--- src/rtl/core/sepwm_pkg.sv ---
package sepwm_pkg;

   localparam int MAX_CHANNELS = 6;
   localparam int DATA_BITS = 32;
   localparam int OP_BITS = 2;
   localparam int INDEX_BITS = 4;

   localparam int DEFAULT_NUM_CHANNELS = 6;
   localparam int DEFAULT_COUNT_BITS = 32;

   localparam logic [OP_BITS-1:0] OP_TICK = 2'd0;
   localparam logic [OP_BITS-1:0] OP_WRITE = 2'd1;
   localparam logic [OP_BITS-1:0] OP_READ = 2'd2;

   localparam logic [INDEX_BITS-1:0] REG_PERIOD = 4'd0;
   localparam logic [INDEX_BITS-1:0] REG_LATCH = 4'd7;
   localparam logic [INDEX_BITS-1:0] REG_ENABLE = 4'd8;
   localparam logic [INDEX_BITS-1:0] REG_CONTROL = 4'd9;

   localparam int CTRL_COUNT_BIT = 0;
   localparam int CTRL_PWM_BIT = 1;
   localparam int CTRL_BITS = 2;

   typedef struct packed {
      logic [OP_BITS-1:0] operation;
      logic [INDEX_BITS-1:0] reg_index;
      logic [DATA_BITS-1:0] write_data;
   } req_word_type;

   typedef struct packed {
      logic [MAX_CHANNELS-1:0] pwm_out;
      logic [DATA_BITS-1:0] read_data;
      logic cycle_start;
   } rsp_word_type;

endpackage

--- src/rtl/core/sepwm_if.sv ---
interface sepwm_req_if;
   logic valid;
   logic ready;
   logic [sepwm_pkg::OP_BITS-1:0] operation;
   logic [sepwm_pkg::INDEX_BITS-1:0] reg_index;
   logic [sepwm_pkg::DATA_BITS-1:0] write_data;

   modport source (output valid, output operation, output reg_index, output write_data,
                   input ready);
   modport sink (input valid, input operation, input reg_index, input write_data,
                 output ready);
endinterface

interface sepwm_rsp_if;
   logic valid;
   logic ready;
   logic [sepwm_pkg::MAX_CHANNELS-1:0] pwm_out;
   logic [sepwm_pkg::DATA_BITS-1:0] read_data;
   logic cycle_start;

   modport source (output valid, output pwm_out, output read_data, output cycle_start,
                   input ready);
   modport sink (input valid, input pwm_out, input read_data, input cycle_start,
                 output ready);
endinterface

--- src/rtl/core/single_edge_pwm_timer_unit.sv ---
// A word accepted into the input register is applied to the timer state, and its result is
// captured in the result register, from which it can then be taken.
// Throughput: one word per cycle while the response side is ready, set by the single update
// of the timer state between the input register and the result register.
// Reset (synchronous, active high) clears the counter, all match registers, the latch,
// the enable mask and the control register, and empties both pipeline registers.
module single_edge_pwm_timer_unit #(
   parameter int NUM_CHANNELS = sepwm_pkg::DEFAULT_NUM_CHANNELS,
   parameter int COUNT_BITS = sepwm_pkg::DEFAULT_COUNT_BITS
) (
   input  logic        clock,
   input  logic        reset,
   sepwm_req_if.sink   req_ch,
   sepwm_rsp_if.source rsp_ch
);
   import sepwm_pkg::*;

   logic in_valid_ff, in_valid_in;
   req_word_type in_word_ff, in_word_in;
   logic out_valid_ff, out_valid_in;
   rsp_word_type out_word_ff, out_word_in;

   logic advance;
   logic req_take;
   logic exec;
   rsp_word_type result;

   // The result register frees up whenever it is empty or being drained.
   assign advance = !out_valid_ff || rsp_ch.ready;
   assign req_ch.ready = !in_valid_ff || advance;
   assign req_take = req_ch.valid && req_ch.ready;
   assign exec = in_valid_ff && advance;

   always_comb begin
      in_word_in = in_word_ff;
      if (req_take) begin
         in_word_in.operation = req_ch.operation;
         in_word_in.reg_index = req_ch.reg_index;
         in_word_in.write_data = req_ch.write_data;
      end
      in_valid_in = req_take ? 1'b1 : (advance ? 1'b0 : in_valid_ff);
      out_word_in = exec ? result : out_word_ff;
      out_valid_in = exec ? 1'b1 : (rsp_ch.ready ? 1'b0 : out_valid_ff);
   end

   sepwm_engine #(
      .NUM_CHANNELS(NUM_CHANNELS),
      .COUNT_BITS(COUNT_BITS)
   ) u_engine (
      .clock(clock),
      .reset(reset),
      .exec(exec),
      .word(in_word_ff),
      .result(result)
   );

   always_ff @(posedge clock) begin
      if (reset) begin
         in_valid_ff <= 1'b0;
         out_valid_ff <= 1'b0;
      end else begin
         in_valid_ff <= in_valid_in;
         out_valid_ff <= out_valid_in;
      end
   end

   always_ff @(posedge clock) begin
      in_word_ff <= in_word_in;
      out_word_ff <= out_word_in;
   end

   assign rsp_ch.valid = out_valid_ff;
   assign rsp_ch.pwm_out = out_word_ff.pwm_out;
   assign rsp_ch.read_data = out_word_ff.read_data;
   assign rsp_ch.cycle_start = out_word_ff.cycle_start;

endmodule

--- src/rtl/core/sepwm_engine.sv ---
module sepwm_engine #(
   parameter int NUM_CHANNELS = sepwm_pkg::DEFAULT_NUM_CHANNELS,
   parameter int COUNT_BITS = sepwm_pkg::DEFAULT_COUNT_BITS
) (
   input  logic                    clock,
   input  logic                    reset,
   input  logic                    exec,
   input  sepwm_pkg::req_word_type word,
   output sepwm_pkg::rsp_word_type result
);
   import sepwm_pkg::*;

   localparam int NUM_MATCH = NUM_CHANNELS + 1;
   localparam int MATCH_IDX_BITS = $clog2(NUM_MATCH);

   logic [COUNT_BITS-1:0] counter_ff, counter_in;
   logic [COUNT_BITS-1:0] shadow_ff [NUM_MATCH];
   logic [COUNT_BITS-1:0] shadow_in [NUM_MATCH];
   logic [COUNT_BITS-1:0] active_ff [NUM_MATCH];
   logic [COUNT_BITS-1:0] active_in [NUM_MATCH];
   logic [NUM_CHANNELS:0] latch_ff, latch_in;
   logic [NUM_CHANNELS-1:0] enable_ff, enable_in;
   logic [CTRL_BITS-1:0] control_ff, control_in;

   logic match_sel;
   logic [MATCH_IDX_BITS-1:0] match_idx;
   logic [DATA_BITS-1:0] read_value;
   logic wrap;
   logic [NUM_CHANNELS-1:0] levels;

   assign match_sel = word.reg_index <= INDEX_BITS'(NUM_CHANNELS);
   assign match_idx = word.reg_index[MATCH_IDX_BITS-1:0];

   always_comb begin
      counter_in = counter_ff;
      shadow_in = shadow_ff;
      active_in = active_ff;
      latch_in = latch_ff;
      enable_in = enable_ff;
      control_in = control_ff;
      read_value = '0;
      wrap = 1'b0;
      if (exec) begin
         unique case (word.operation)
            OP_TICK: begin
               if (control_ff[CTRL_COUNT_BIT]) begin
                  if (counter_ff == active_ff[0]) begin
                     // Restart the period and load every pending shadow match.
                     counter_in = '0;
                     wrap = 1'b1;
                     for (int i = 0; i < NUM_MATCH; i++) begin
                        if (latch_ff[i]) begin
                           active_in[i] = shadow_ff[i];
                        end
                     end
                     latch_in = '0;
                  end else begin
                     counter_in = counter_ff + COUNT_BITS'(1);
                  end
               end
            end
            OP_WRITE: begin
               priority if (match_sel) begin
                  shadow_in[match_idx] = word.write_data[COUNT_BITS-1:0];
               end else if (word.reg_index == REG_LATCH) begin
                  latch_in = latch_ff | word.write_data[NUM_CHANNELS:0];
               end else if (word.reg_index == REG_ENABLE) begin
                  enable_in = word.write_data[NUM_CHANNELS-1:0];
               end else if (word.reg_index == REG_CONTROL) begin
                  control_in = word.write_data[CTRL_BITS-1:0];
               end else begin
                  // Writes to unused indexes are dropped.
                  control_in = control_ff;
               end
            end
            OP_READ: begin
               priority if (match_sel) begin
                  read_value = DATA_BITS'(shadow_ff[match_idx]);
               end else if (word.reg_index == REG_LATCH) begin
                  read_value = DATA_BITS'(latch_ff);
               end else if (word.reg_index == REG_ENABLE) begin
                  read_value = DATA_BITS'(enable_ff);
               end else if (word.reg_index == REG_CONTROL) begin
                  read_value = DATA_BITS'(control_ff);
               end else begin
                  read_value = '0;
               end
            end
            default: begin
            end
         endcase
      end
   end

   // Channel levels reflect the state after this word has been applied.
   always_comb begin
      for (int ch = 0; ch < NUM_CHANNELS; ch++) begin
         levels[ch] = control_in[CTRL_COUNT_BIT] && control_in[CTRL_PWM_BIT] &&
                      enable_in[ch] && (counter_in < active_in[ch + 1]);
      end
   end

   assign result.pwm_out = MAX_CHANNELS'(levels);
   assign result.read_data = read_value;
   assign result.cycle_start = wrap;

   always_ff @(posedge clock) begin
      if (reset) begin
         counter_ff <= '0;
         latch_ff <= '0;
         enable_ff <= '0;
         control_ff <= '0;
         for (int i = 0; i < NUM_MATCH; i++) begin
            shadow_ff[i] <= '0;
            active_ff[i] <= '0;
         end
      end else begin
         counter_ff <= counter_in;
         latch_ff <= latch_in;
         enable_ff <= enable_in;
         control_ff <= control_in;
         shadow_ff <= shadow_in;
         active_ff <= active_in;
      end
   end

endmodule
--- src/flat_wrapper.sv ---
// flat-port wrapper written by rule: the top's interface ports become plain ports
module single_edge_pwm_timer_unit_flat import sepwm_pkg::*;
#(
   parameter int NUM_CHANNELS = sepwm_pkg::DEFAULT_NUM_CHANNELS,
   parameter int COUNT_BITS = sepwm_pkg::DEFAULT_COUNT_BITS
)
  (clock, reset, req_ch_valid, req_ch_operation, req_ch_reg_index, req_ch_write_data, req_ch_ready, rsp_ch_valid, rsp_ch_pwm_out, rsp_ch_read_data, rsp_ch_cycle_start, rsp_ch_ready);
  sepwm_req_if req_ch_i ();
  sepwm_rsp_if rsp_ch_i ();
  input  logic clock;
  input  logic reset;
  input wire logic [$bits(req_ch_i.valid)-1:0] req_ch_valid;
  input wire logic [$bits(req_ch_i.operation)-1:0] req_ch_operation;
  input wire logic [$bits(req_ch_i.reg_index)-1:0] req_ch_reg_index;
  input wire logic [$bits(req_ch_i.write_data)-1:0] req_ch_write_data;
  output wire logic [$bits(req_ch_i.ready)-1:0] req_ch_ready;
  output wire logic [$bits(rsp_ch_i.valid)-1:0] rsp_ch_valid;
  output wire logic [$bits(rsp_ch_i.pwm_out)-1:0] rsp_ch_pwm_out;
  output wire logic [$bits(rsp_ch_i.read_data)-1:0] rsp_ch_read_data;
  output wire logic [$bits(rsp_ch_i.cycle_start)-1:0] rsp_ch_cycle_start;
  input wire logic [$bits(rsp_ch_i.ready)-1:0] rsp_ch_ready;
  assign req_ch_i.valid = req_ch_valid;
  assign req_ch_i.operation = req_ch_operation;
  assign req_ch_i.reg_index = req_ch_reg_index;
  assign req_ch_i.write_data = req_ch_write_data;
  assign req_ch_ready = req_ch_i.ready;
  assign rsp_ch_valid = rsp_ch_i.valid;
  assign rsp_ch_pwm_out = rsp_ch_i.pwm_out;
  assign rsp_ch_read_data = rsp_ch_i.read_data;
  assign rsp_ch_cycle_start = rsp_ch_i.cycle_start;
  assign rsp_ch_i.ready = rsp_ch_ready;
  single_edge_pwm_timer_unit #(.NUM_CHANNELS(NUM_CHANNELS), .COUNT_BITS(COUNT_BITS)) u_core (.clock(clock), .reset(reset), .req_ch(req_ch_i), .rsp_ch(rsp_ch_i));
endmodule
--- config.mk ---
export PLATFORM = sky130hd
export DESIGN_NAME = single_edge_pwm_timer_unit_flat
export DESIGN_NICKNAME = d
export VERILOG_FILES = /design/src/rtl/core/sepwm_pkg.sv /design/src/rtl/core/sepwm_if.sv /design/src/rtl/core/single_edge_pwm_timer_unit.sv /design/src/rtl/core/sepwm_engine.sv /design/src/flat_wrapper.sv
export SDC_FILE = /design/constraint.sdc
export NUM_CORES = 1
export LEC_CHECK = 0
export BUFFER_PORTS_ARGS = -buffer_cell sky130_fd_sc_hd__buf_4
export CAP_MARGIN = 20
export CORE_MARGIN = 4
export CORE_UTILIZATION = 35
export DETAILED_ROUTE_END_ITERATION = 8
export GPL_TIMING_DRIVEN = 0
export SYNTH_ARGS = -nofsm -noshare
export SYNTH_HDL_FRONTEND = slang
export SYNTH_SLANG_ARGS = --single-unit
--- constraint.sdc ---
create_clock -name clock -period 4.3 [get_ports clock]
set_clock_uncertainty 0.05 [all_clocks]
set_input_delay 0.86 -clock clock [delete_from_list [all_inputs] [get_ports clock]]
set_output_delay 0.86 -clock clock [all_outputs]
set_load 0.02 [all_outputs]
; Word level (Yosys, flattened, before mapping)
; Cells that the tools add are included.
[classes]
bitwise_logic = 2
reduce_logical = 28
addsub = 1
n_lt_le_gt_ge = 9
mux = 45
eq_ne = 10
[ops]
columns = op, n
row1 = 192-bit two-way mux, 4
row2 = 32-bit two-way mux, 14
row3 = 224-bit bitwise mux, 1
row4 = 32-bit less-than comparator, 6
row5 = 32-bit binary-select mux with 3-bit select, 1
row6 = 32-bit demux with 3-bit select, 1
row7 = 6-bit two-way mux, 6
row8 = 7-bit two-way mux, 5
row9 = 32-bit by 1-bit adder with 32-bit output (second input constant), 1
row10 = 32-bit == test, 1
row11 = 1-bit logical AND, 16
row12 = 2-bit two-way mux, 7
row13 = 7-bit case mux with 2 select lines, 1
row14 = 4-bit == test (second input constant), 2
row15 = 2-bit != test (second input constant), 4
row16 = 7-bit bitwise OR, 1
row17 = 6-bit AND reduction, 1
row18 = 2-bit nonzero test, 3
row19 = 1-bit two-way mux, 5
row20 = 5-bit AND reduction, 1
row21 = 4-bit by 3-bit == test with 1-bit output (second input constant), 1
row22 = 4-bit greater-or-equal comparator (second input constant), 1
row23 = 4-bit by 3-bit less-or-equal comparator with 1-bit output (second input constant), 1
row24 = 4-bit by 1-bit less-than comparator with 1-bit output (second input constant), 1
row25 = 8 further kinds, 10
[totals]
elab_cells = 121
regBits = 574

; Logic depth before layout (Yosys ltp)
; Gate-level depths: netlist of run 1.
[logic_depth]
word_depth = 10
ltp_mapped = 17

; Modules after synthesis
; Synthesis of run 1 repeated with hierarchy kept, for this count alone.
[hier_totals]
cells_unflattened = 2917
area_unflattened_um2 = 26998.4
[by_module_without_submodules]
columns = module, cells_each, n_inst, seq_area_each_um2, area_each_um2
row1 = sepwm_engine, 2830, 1, 9909.5, 24582.3
row2 = single_edge_pwm_timer_unit, 87, 1, 2352.3, 2416.1

; Least setup slack after synthesis of run 1
; OpenSTA, ideal clock, no wires.
[synth_path]
kind = in2reg
startpoint = input rsp_ch_ready
endpoint = register u_core.out_word_ff (netlist bit u_core.rsp_ch.pwm_out[1]), data pin
cell_stages = 15
n_path_buf = 1
slack_ns = -0.012
arrival_time_ns = 3.990
setup_time_ns = 0.272
cell_sequence = nand2b_1 clkbuf_1 nand4_1 nor4b_1 nand3_1 nor3_1 xnor2_1 nor2_1 ha_1 nand4_1 nor3_1 nand2_1 a2111oi_0 and4_1 a31oi_1
[synth_lines]
columns = item, line_no
row1 = "start, declared", flat_wrapper.sv:21  ; input wire logic [$bits(rsp_ch_i.ready)-1:0] rsp_ch_ready;
row2 = "end signal, assigned", single_edge_pwm_timer_unit.sv:69  ; out_word_ff <= out_word_in;
row3 = "end, declared", single_edge_pwm_timer_unit.sv:21  ; rsp_word_type out_word_ff, out_word_in;

==> results of run 1 <==
-- cell usage in the layout (no fill, tap or decap), drive strengths merged, types with 8 or more instances in the layout --
cell type    n
clkinv      22
nand2      617
o211ai       8
a21o        58
nand4       43
ha         187
mux4        28
xor2        26
xnor2       27
or2          8
and3        12
o21ai       63
a31oi        9
a21oi      318
nor2b       16
clkbuf     221
inv         16
buf        186
nand3       34
mux2i      253
nor2       305
dfxtp      497
a2111oi      9
nor4        13
nor3        41
edfxtp      77
-- final timing paths --
| kind | cells past startpoint | startpoint | end | slack (ns) |
|---|---|---|---|---|
| min | 1 | req_ch_reg_index[3] | u_core.in_word_ff[35] | 0.36 |
| max | 16 | u_core.in_word_ff[36] | u_core.rsp_ch.pwm_out[1] | -0.05 |
| max reg2reg | 16 | u_core.in_word_ff[36] | u_core.rsp_ch.pwm_out[1] | -0.05 |
| min reg2reg | 2 | u_core.u_engine.active_ff[211] | u_core.u_engine.active_ff[211] | 0.41 |
-- worst max-delay path, delay by kind of cell, from the launching register on --
family / cells / cell delay, ns
and+or+nand+nor: 8 / 2.01
AOI/OAI and AO/OA: 3 / 0.77
buffers and inverters: 3 / 0.48
DFF: 1 / 0.45
adders and majority gates: 1 / 0.18
xor gates and xnor gates: 1 / 0.09
-- flip-flops by register name, summed over array words and instances, names as in the netlist --
signal / flops
u_core.u_engine.enable_ff: 6
u_core.u_engine.active_ff: 224
u_core.in_word_ff: 38
u_core.rsp_ch.pwm_out: 6
u_core.rsp_ch.read_data: 32
u_core.u_engine.shadow_ff: 224
u_core.u_engine.latch_ff: 7
u_core.rsp_ch.cycle_start: 1
u_core.in_valid_ff: 1
u_core.u_engine.control_ff: 2
u_core.rsp_ch.valid: 1
u_core.u_engine.counter_ff: 32
-- cell type report --
type	count	area share [%]
buffer	169	2.52
timing repair buffer	145	3.79
multi-input combinational	2183	45.5
clock buffer	93	5.87
tap	1030	3.92
inverter	14	0.160
clock inverter	29	0.792
antenna	1	0.00762
sequential	574	37.4
-- kinds of logic (layout without fill, tap and decap cells) --
family	Yosys count	after routing	share of synthesized area, %
XOR/XNOR	53	53	1.73
adder cells (fa/ha/maj)	187	187	8.72
AND/OR/NAND/NOR	1131	1131	17.7
other	0	1	0
flip-flops	574	574	45.7
multiplexers	287	287	12.0
AO/OA/AOI/OAI	525	525	11.4
buffers and inverters	188	450	2.75
-- through the flow --
stage	power, uW	instance area, um2	setup slack, ns	util, %
final	11700	32900	-0.0495	43.3
after global routing	12000	32900	-0.122	43.3
after CTS	11800	32400	-0.00243	42.6
after global placement	6070	28700	-2.55	37.9
after floorplan	5830	26900	0.0134	-
after detailed placement	6070	28900	-2.43	38.0
-- per-layer routing --
metal,share of wire [%],wire [um]
met5,0.018,18
met2,44,45200
met4,4.3,4420
met1,42,42400
met3,9.5,9640
-- power by group --
part | switching [uW] | total [uW] | leakage, uW | internal, uW
combinational | 315 | 428 | 0.00792 | 113
sequential | 63.0 | 5540 | 0.00475 | 5480
clock | 2410 | 5740 | 0.00108 | 3340
-- repair_timing --
item | 4_1_cts | 5_1_grt
pin swaps | 60 | 42
buffers inserted | 37 | 17
cloned | 1 | 0
gates resized for setup | 219 | 78
setup endpoints to repair | 6 | 6
==> run_results.csv, run 1 <==
group,metric,value,unit
route,dr_total_vias,23246,
power_and_ir_drop,peakVddDrop,0.247,mV
grt,busiest_layer,"met2",
grt,grt_pass1_wl,146000,um
grt,grt_antenna_before_repair,2,
clocking,cts_root_buffer,"clkbuf_16",
timing,fin_crit,4.35,ns
final_layout,area_delta_synth_final,22.4,%
die,start_util,35.3,%
timing,slew_headroom,21.2,%
run_status,status,"finished with violations",
grt,gr-usage-met2,38.3,%
timing,worst_pin_slew,1.17,ns
clocking,clk_latency,0.63,ns
die,core_area,75900,um2
synthesis,syn_area_per_cell,9.12,um2
clocking,clock_sinks,574,
grt,use_met1,32.3,%
grt,grt_util_met3,5.01,%
grt,grt_max_degree,27,
route,drc,0,
setup_path,cp.arrival,4.63,ns
route,vias_per_cell,5.49,
synthesis,synth_async_sr_flop_share,0,%
die,dieArea,81200,um2
timing,setup_viol,2,
placement,io_buffers,81,
synthesis,syn_inst,2945,
final_layout,multi_input_area,14900,um2
synthesis,synthTopCellsByCount,"nand2_1 (617), dfxtp_1 (497), a21oi_1 (318)",
synthesis,syn_nets,3174,
timing,drv_slew,0,
final_layout,regArea,12300,um2
grt,grt.overflow.total,0,
synthesis,yosysWarnings,0,
setup_path,end_kind,"flop",
synthesis,ys_seq_area_share,45.7,%
synthesis,ys.flop_type,"dfxtp_1",
power_and_ir_drop,power_leakage,0.0137,uW
die,die_h,285,um
setup_path,max_stage_delay,0.56,ns
setup_path,required,4.58,ns
synthesis,ys_types,68,
hold_path,hp-class,"in -> reg",
placement,dp_hpwl,74200,um
run_status,violations,"setup timing",
route,firstDrtPassIters,6,
grt,grt_usage,24.2,%
synthesis,synth-seq-cells,574,
setup_path,worstSetupStartpointType,"flop",
route,dr.first_iter.drc_count,2790,
clocking,htreeDepth,3,
die,rows,101,
timing,tns,-0.0781,ns
final_layout,final_cells,4238,
clocking,cts_buffer_depth,3,
die,ios,83,
synthesis,synth_most_common_cell,"nand2_1",
route,wire_per_inst,24.0,um
synthesis,synth_area_leaders,"dfxtp_1 (37%), mux2i_1 (9.4%), ha_1 (8.7%)",
synthesis,yosys.area.top_type_share,37.1,%
synthesis,synth_edf_count,77,
route,ant_nets,0,
clocking,cts_buffers,67,
placement,gp_congestion,0.955,
clocking,clk_pin_slew_worst_paths,0.06,ns
power_and_ir_drop,power.density,356,nW/um2
timing,fmax,0.230,GHz
setup_path,path_class,"reg -> reg",
setup_path,cp_cell_sequence,"nor3b_4 > nand4_1 > nor4b_4 > nand3_2 > buf_6 > nor2_4 > xnor2_4 > nor2_4 > ha_4 > nand4_1 > buf_4 > buf_4 > o311ai_1 > a211oi_2 > nand4b_1 > a31oi_4",
placement,place_inst,4066,
setup_path,crit_path_max_fanout,4,
clocking,holdBufCountCts,0,
timing,fin_ws,-0.0495,ns
final_layout,final_nets,3383,
timing,hold_viol,0,
die,die_w,285,um
final_layout,drive_gt1_share,15.2,%
synthesis,netlist_area,26800,um2
timing,period_share,101,%
route,drt_wl_total,102000,um
setup_path,crit_path_top_delay_cell,"o311ai_1",
synthesis,synth_top_cell_by_area,"dfxtp_1",
grt,grt_pass1_vias,21820,
clocking,cts_tree,"done",
timing,holdWs,0.358,ns
job,drv_cap,0,
final_layout,fill_cells,7329,
timing,rsz0062_at_grt,"yes",
Note: power is estimated with default switching activity, not from simulation.
==> run 2, diff against run 1 <==
--- a/config.mk
+++ b/config.mk
@@ -10,7 +10,6 @@
 export CORE_MARGIN = 4
 export CORE_UTILIZATION = 35
 export DETAILED_ROUTE_END_ITERATION = 8
-export GPL_TIMING_DRIVEN = 0
 export SYNTH_ARGS = -nofsm -noshare
 export SYNTH_HDL_FRONTEND = slang
 export SYNTH_SLANG_ARGS = --single-unit
==> run 2 against run 1 <==
The flow still finishes with violations (setup timing). Non-clock buffer count increased by 147. Combinational power is 16% lower. Maximum frequency is 1.7% lower. Wire length is 4.9% lower. Core utilization is 2.0 points higher. First-iteration DRC count is 28% lower. Total power increased by 1.7%. Sequential power about the same. Sequential share of layout area down 1.7 points. Via count rose by 0.73%. Critical path depth rose by 4. Critical path type unchanged.
==> run_results.csv, run 2 (synthesis results as in run 1) <==
group,metric,value,unit
route,dr_total_vias,23415,
run_status,status,"finished with violations",
timing,hold_viol,0,
timing,fin_crit,4.42,ns
die,ios,83,
grt,grt_max_degree,176,
grt,grt_pass1_vias,22220,
grt,gr-usage-met2,36.7,%
timing,setup_viol,2,
power_and_ir_drop,clkPwrFrac,50.4,%
final_layout,drive_gt1_share,22.1,%
setup_path,crit_path_end,"u_core.rsp_ch.pwm_out[3]",
final_layout,antenna_cells,0,
power_and_ir_drop,peakVddDrop,0.262,mV
die,core_area,75900,um2
clocking,clk_latency,0.62,ns
die,start_util,35.3,%
timing,fmax,0.226,GHz
setup_path,end_kind,"flop",
final_layout,regArea,12300,um2
timing,drv_slew,0,
grt,grt_antenna_before_repair,0,
grt,grt_pass1_wl,143000,um
placement,detailedPlace.worstSlack,-0.611,ns
setup_path,timing.rr.start,"u_core.u_engine.active_ff[211]",
clocking,clock_sinks,574,
final_layout,reg.largest.list,"u_core.u_engine.active_ff x224, u_core.u_engine.shadow_ff x224, u_core.in_word_ff x38",
setup_path,worstSetupStartpointType,"flop",
placement,gp_congestion,0.944,
power_and_ir_drop,power.switching,2700,uW
placement,dp_hpwl,66800,um
setup_path,critPathLaunch,"u_core.u_engine.active_ff[211]",
die,rows,101,
setup_path,rr_endpoint,"u_core.rsp_ch.pwm_out[3]",
final_layout,final_nets,3530,
setup_path,reg2regPathDepth,20,
setup_path,required,4.60,ns
power_and_ir_drop,seqPwrFrac,46.6,%
timing,worst_pin_slew,1.01,ns
die,die_w,285,um
power_and_ir_drop,combPwrFrac,3.0,%
route,wire_per_inst,22.1,um
setup_path,max_stage_delay,0.34,ns
setup_path,critPathTopFamily,"simple AND/OR/NAND/NOR gates",
route,drt_wl_total,96700,um
grt,grt.overflow.total,0,
route,firstDrtPassIters,5,
setup_path,crit_path_max_fanout,8,
timing,slew_headroom,32.9,%
hold_path,hp-class,"in -> reg",
clocking,cts_buffers,67,
timing,holdWs,0.368,ns
setup_path,crit_path_top_delay_cell,"nor4_2",
power_and_ir_drop,swShare,22.7,%
final_layout,mostFrequentLayoutCells,"nand2_1 (611), dfxtp_1 (490), buf_4 (432)",
die,dieArea,81200,um2
setup_path,path_class,"reg -> reg",
setup_path,rrSetupSlack,-0.12,ns
setup_path,cpMostUsedCell,"buf_12",
route,vias_per_cell,5.34,
die,die_h,285,um
grt,busiest_layer,"met2",
timing,fin_ws,-0.123,ns
final_layout,area_delta_synth_final,27.9,%
power_and_ir_drop,power_leakage,0.0148,uW
run_status,violations,"setup timing",
clocking,htreeDepth,3,
clocking,cts_buffer_depth,3,
grt,grt_util_met3,3.47,%
grt,use_met1,31.9,%
route,drc,0,
setup_path,cp_num_buf_inv,7,
setup_path,cp_cell_sequence,"xor2_1 > nor4_2 > nand4_1 > buf_6 > buf_6 > nor4_4 > buf_4 > buf_12 > nand2_8 > buf_12 > buf_12 > mux2i_4 > ha_4 > and3_4 > nand4_1 > nor4_2 > buf_4 > a311oi_2 > nand3b_1 > a211oi_2",
clocking,cts_tree,"done",
setup_path,cp_num_cells,20,
power_and_ir_drop,p_int,9200,uW
route,dr.first_iter.drc_count,2012,
setup_path,cp.arrival,4.72,ns
final_layout,multi_input_area,14700,um2
route,ant_nets,0,
job,drv_cap,0,
clocking,cts_root_buffer,"clkbuf_16",
placement,io_buffers,82,
timing,period_share,103,%
final_layout,mostFrequentLayoutCell,"nand2_1",
grt,grt_usage,23.0,%
timing,tns,-0.137,ns
final_layout,fill_cells,7329,
power_and_ir_drop,power.density,347,nW/um2
clocking,clk_pin_slew_worst_paths,0.06,ns
timing,rsz0062_at_grt,"yes",
[run 2: worst min path at each step]
| stage | from | end | slack (ns) | depth (start not counted) |
|---|---|---|---|---|
| 6_report | req_ch_write_data[29] | u_core.in_word_ff[29] | 0.37 | 1 |
| 5_1_grt | req_ch_write_data[14] | u_core.in_word_ff[14] | 0.35 | 1 |
| 4_1_cts | req_ch_write_data[14] | u_core.in_word_ff[14] | 0.34 | 1 |
| 3_5_place_dp | u_core.u_engine.active_ff[128] | u_core.u_engine.active_ff[128] | 0.41 | 2 |
| 3_3_place_gp | u_core.u_engine.active_ff[215] | u_core.u_engine.active_ff[215] | 0.40 | 2 |
| 2_1_floorplan | u_core.u_engine.active_ff[128] | u_core.u_engine.active_ff[128] | 0.39 | 2 |
[run 2: area by class of cell]
class                           instances  area share (%)
Multi-Input combinational cell       2183            42.7
Sequential cell                       574            35.7
Timing Repair Buffer                  461            10.9
Clock buffer                          101            5.97
Tap cell                             1030            3.75
Clock inverter                         21           0.776
Inverter                               14           0.153
[run 2: worst register-to-register path, cell delays in order, from the launching register on]
cell and delay (ns):
dfxtp_2 0.33, xor2_1 0.17, nor4_2 0.33, nand4_1 0.23
buf_6 0.20, buf_6 0.11, nor4_4 0.24, buf_4 0.17
buf_12 0.14, nand2_8 0.08, buf_12 0.19, buf_12 0.14
mux2i_4 0.20, ha_4 0.28, and3_4 0.17, nand4_1 0.25
nor4_2 0.34, buf_4 0.19, a311oi_2 0.12, nand3b_1 0.18
a211oi_2 0.06
[run 2: per-stage QoR]
| step | total power [uW] | std cells | utilization [%] | instance area [um2] |
|---|---|---|---|---|
| 2_1_floorplan | 5830 | 2945 | - | 26900 |
| 3_5_place_dp | 6010 | 4234 | 40.8 | 31000 |
| 4_1_cts | 12000 | 4370 | 44.3 | 33700 |
| 5_1_grt | 12200 | 4384 | 45.2 | 34300 |
| 3_3_place_gp | 6020 | 4234 | 40.8 | 31000 |
| 6_report | 11900 | 4384 | 45.2 | 34300 |
[run 2: power by group through the flow]
stage	Clock [uW]	Combinational, uW	Sequential [uW]
2_1_floorplan	0	184	5650
3_3_place_gp	0	355	5660
3_5_place_dp	0	356	5660
4_1_cts	6100	357	5540
5_1_grt	6310	378	5540
6_report	6000	359	5540
[run 2: what timing repair did]
item,4_1_cts,5_1_grt
cloned,1,0
setup buffers,15,14
hold buffers,0,0
endpoints found under the setup margin,6,6
pin swaps,16,40
resized for setup,57,106
[run 2: routing by layer]
metal	share of wire (%)	up-vias
met1	44	11276
met4	3.5	0
met3	7.4	171
li1	-	11014
met2	45	954
met5	0	-
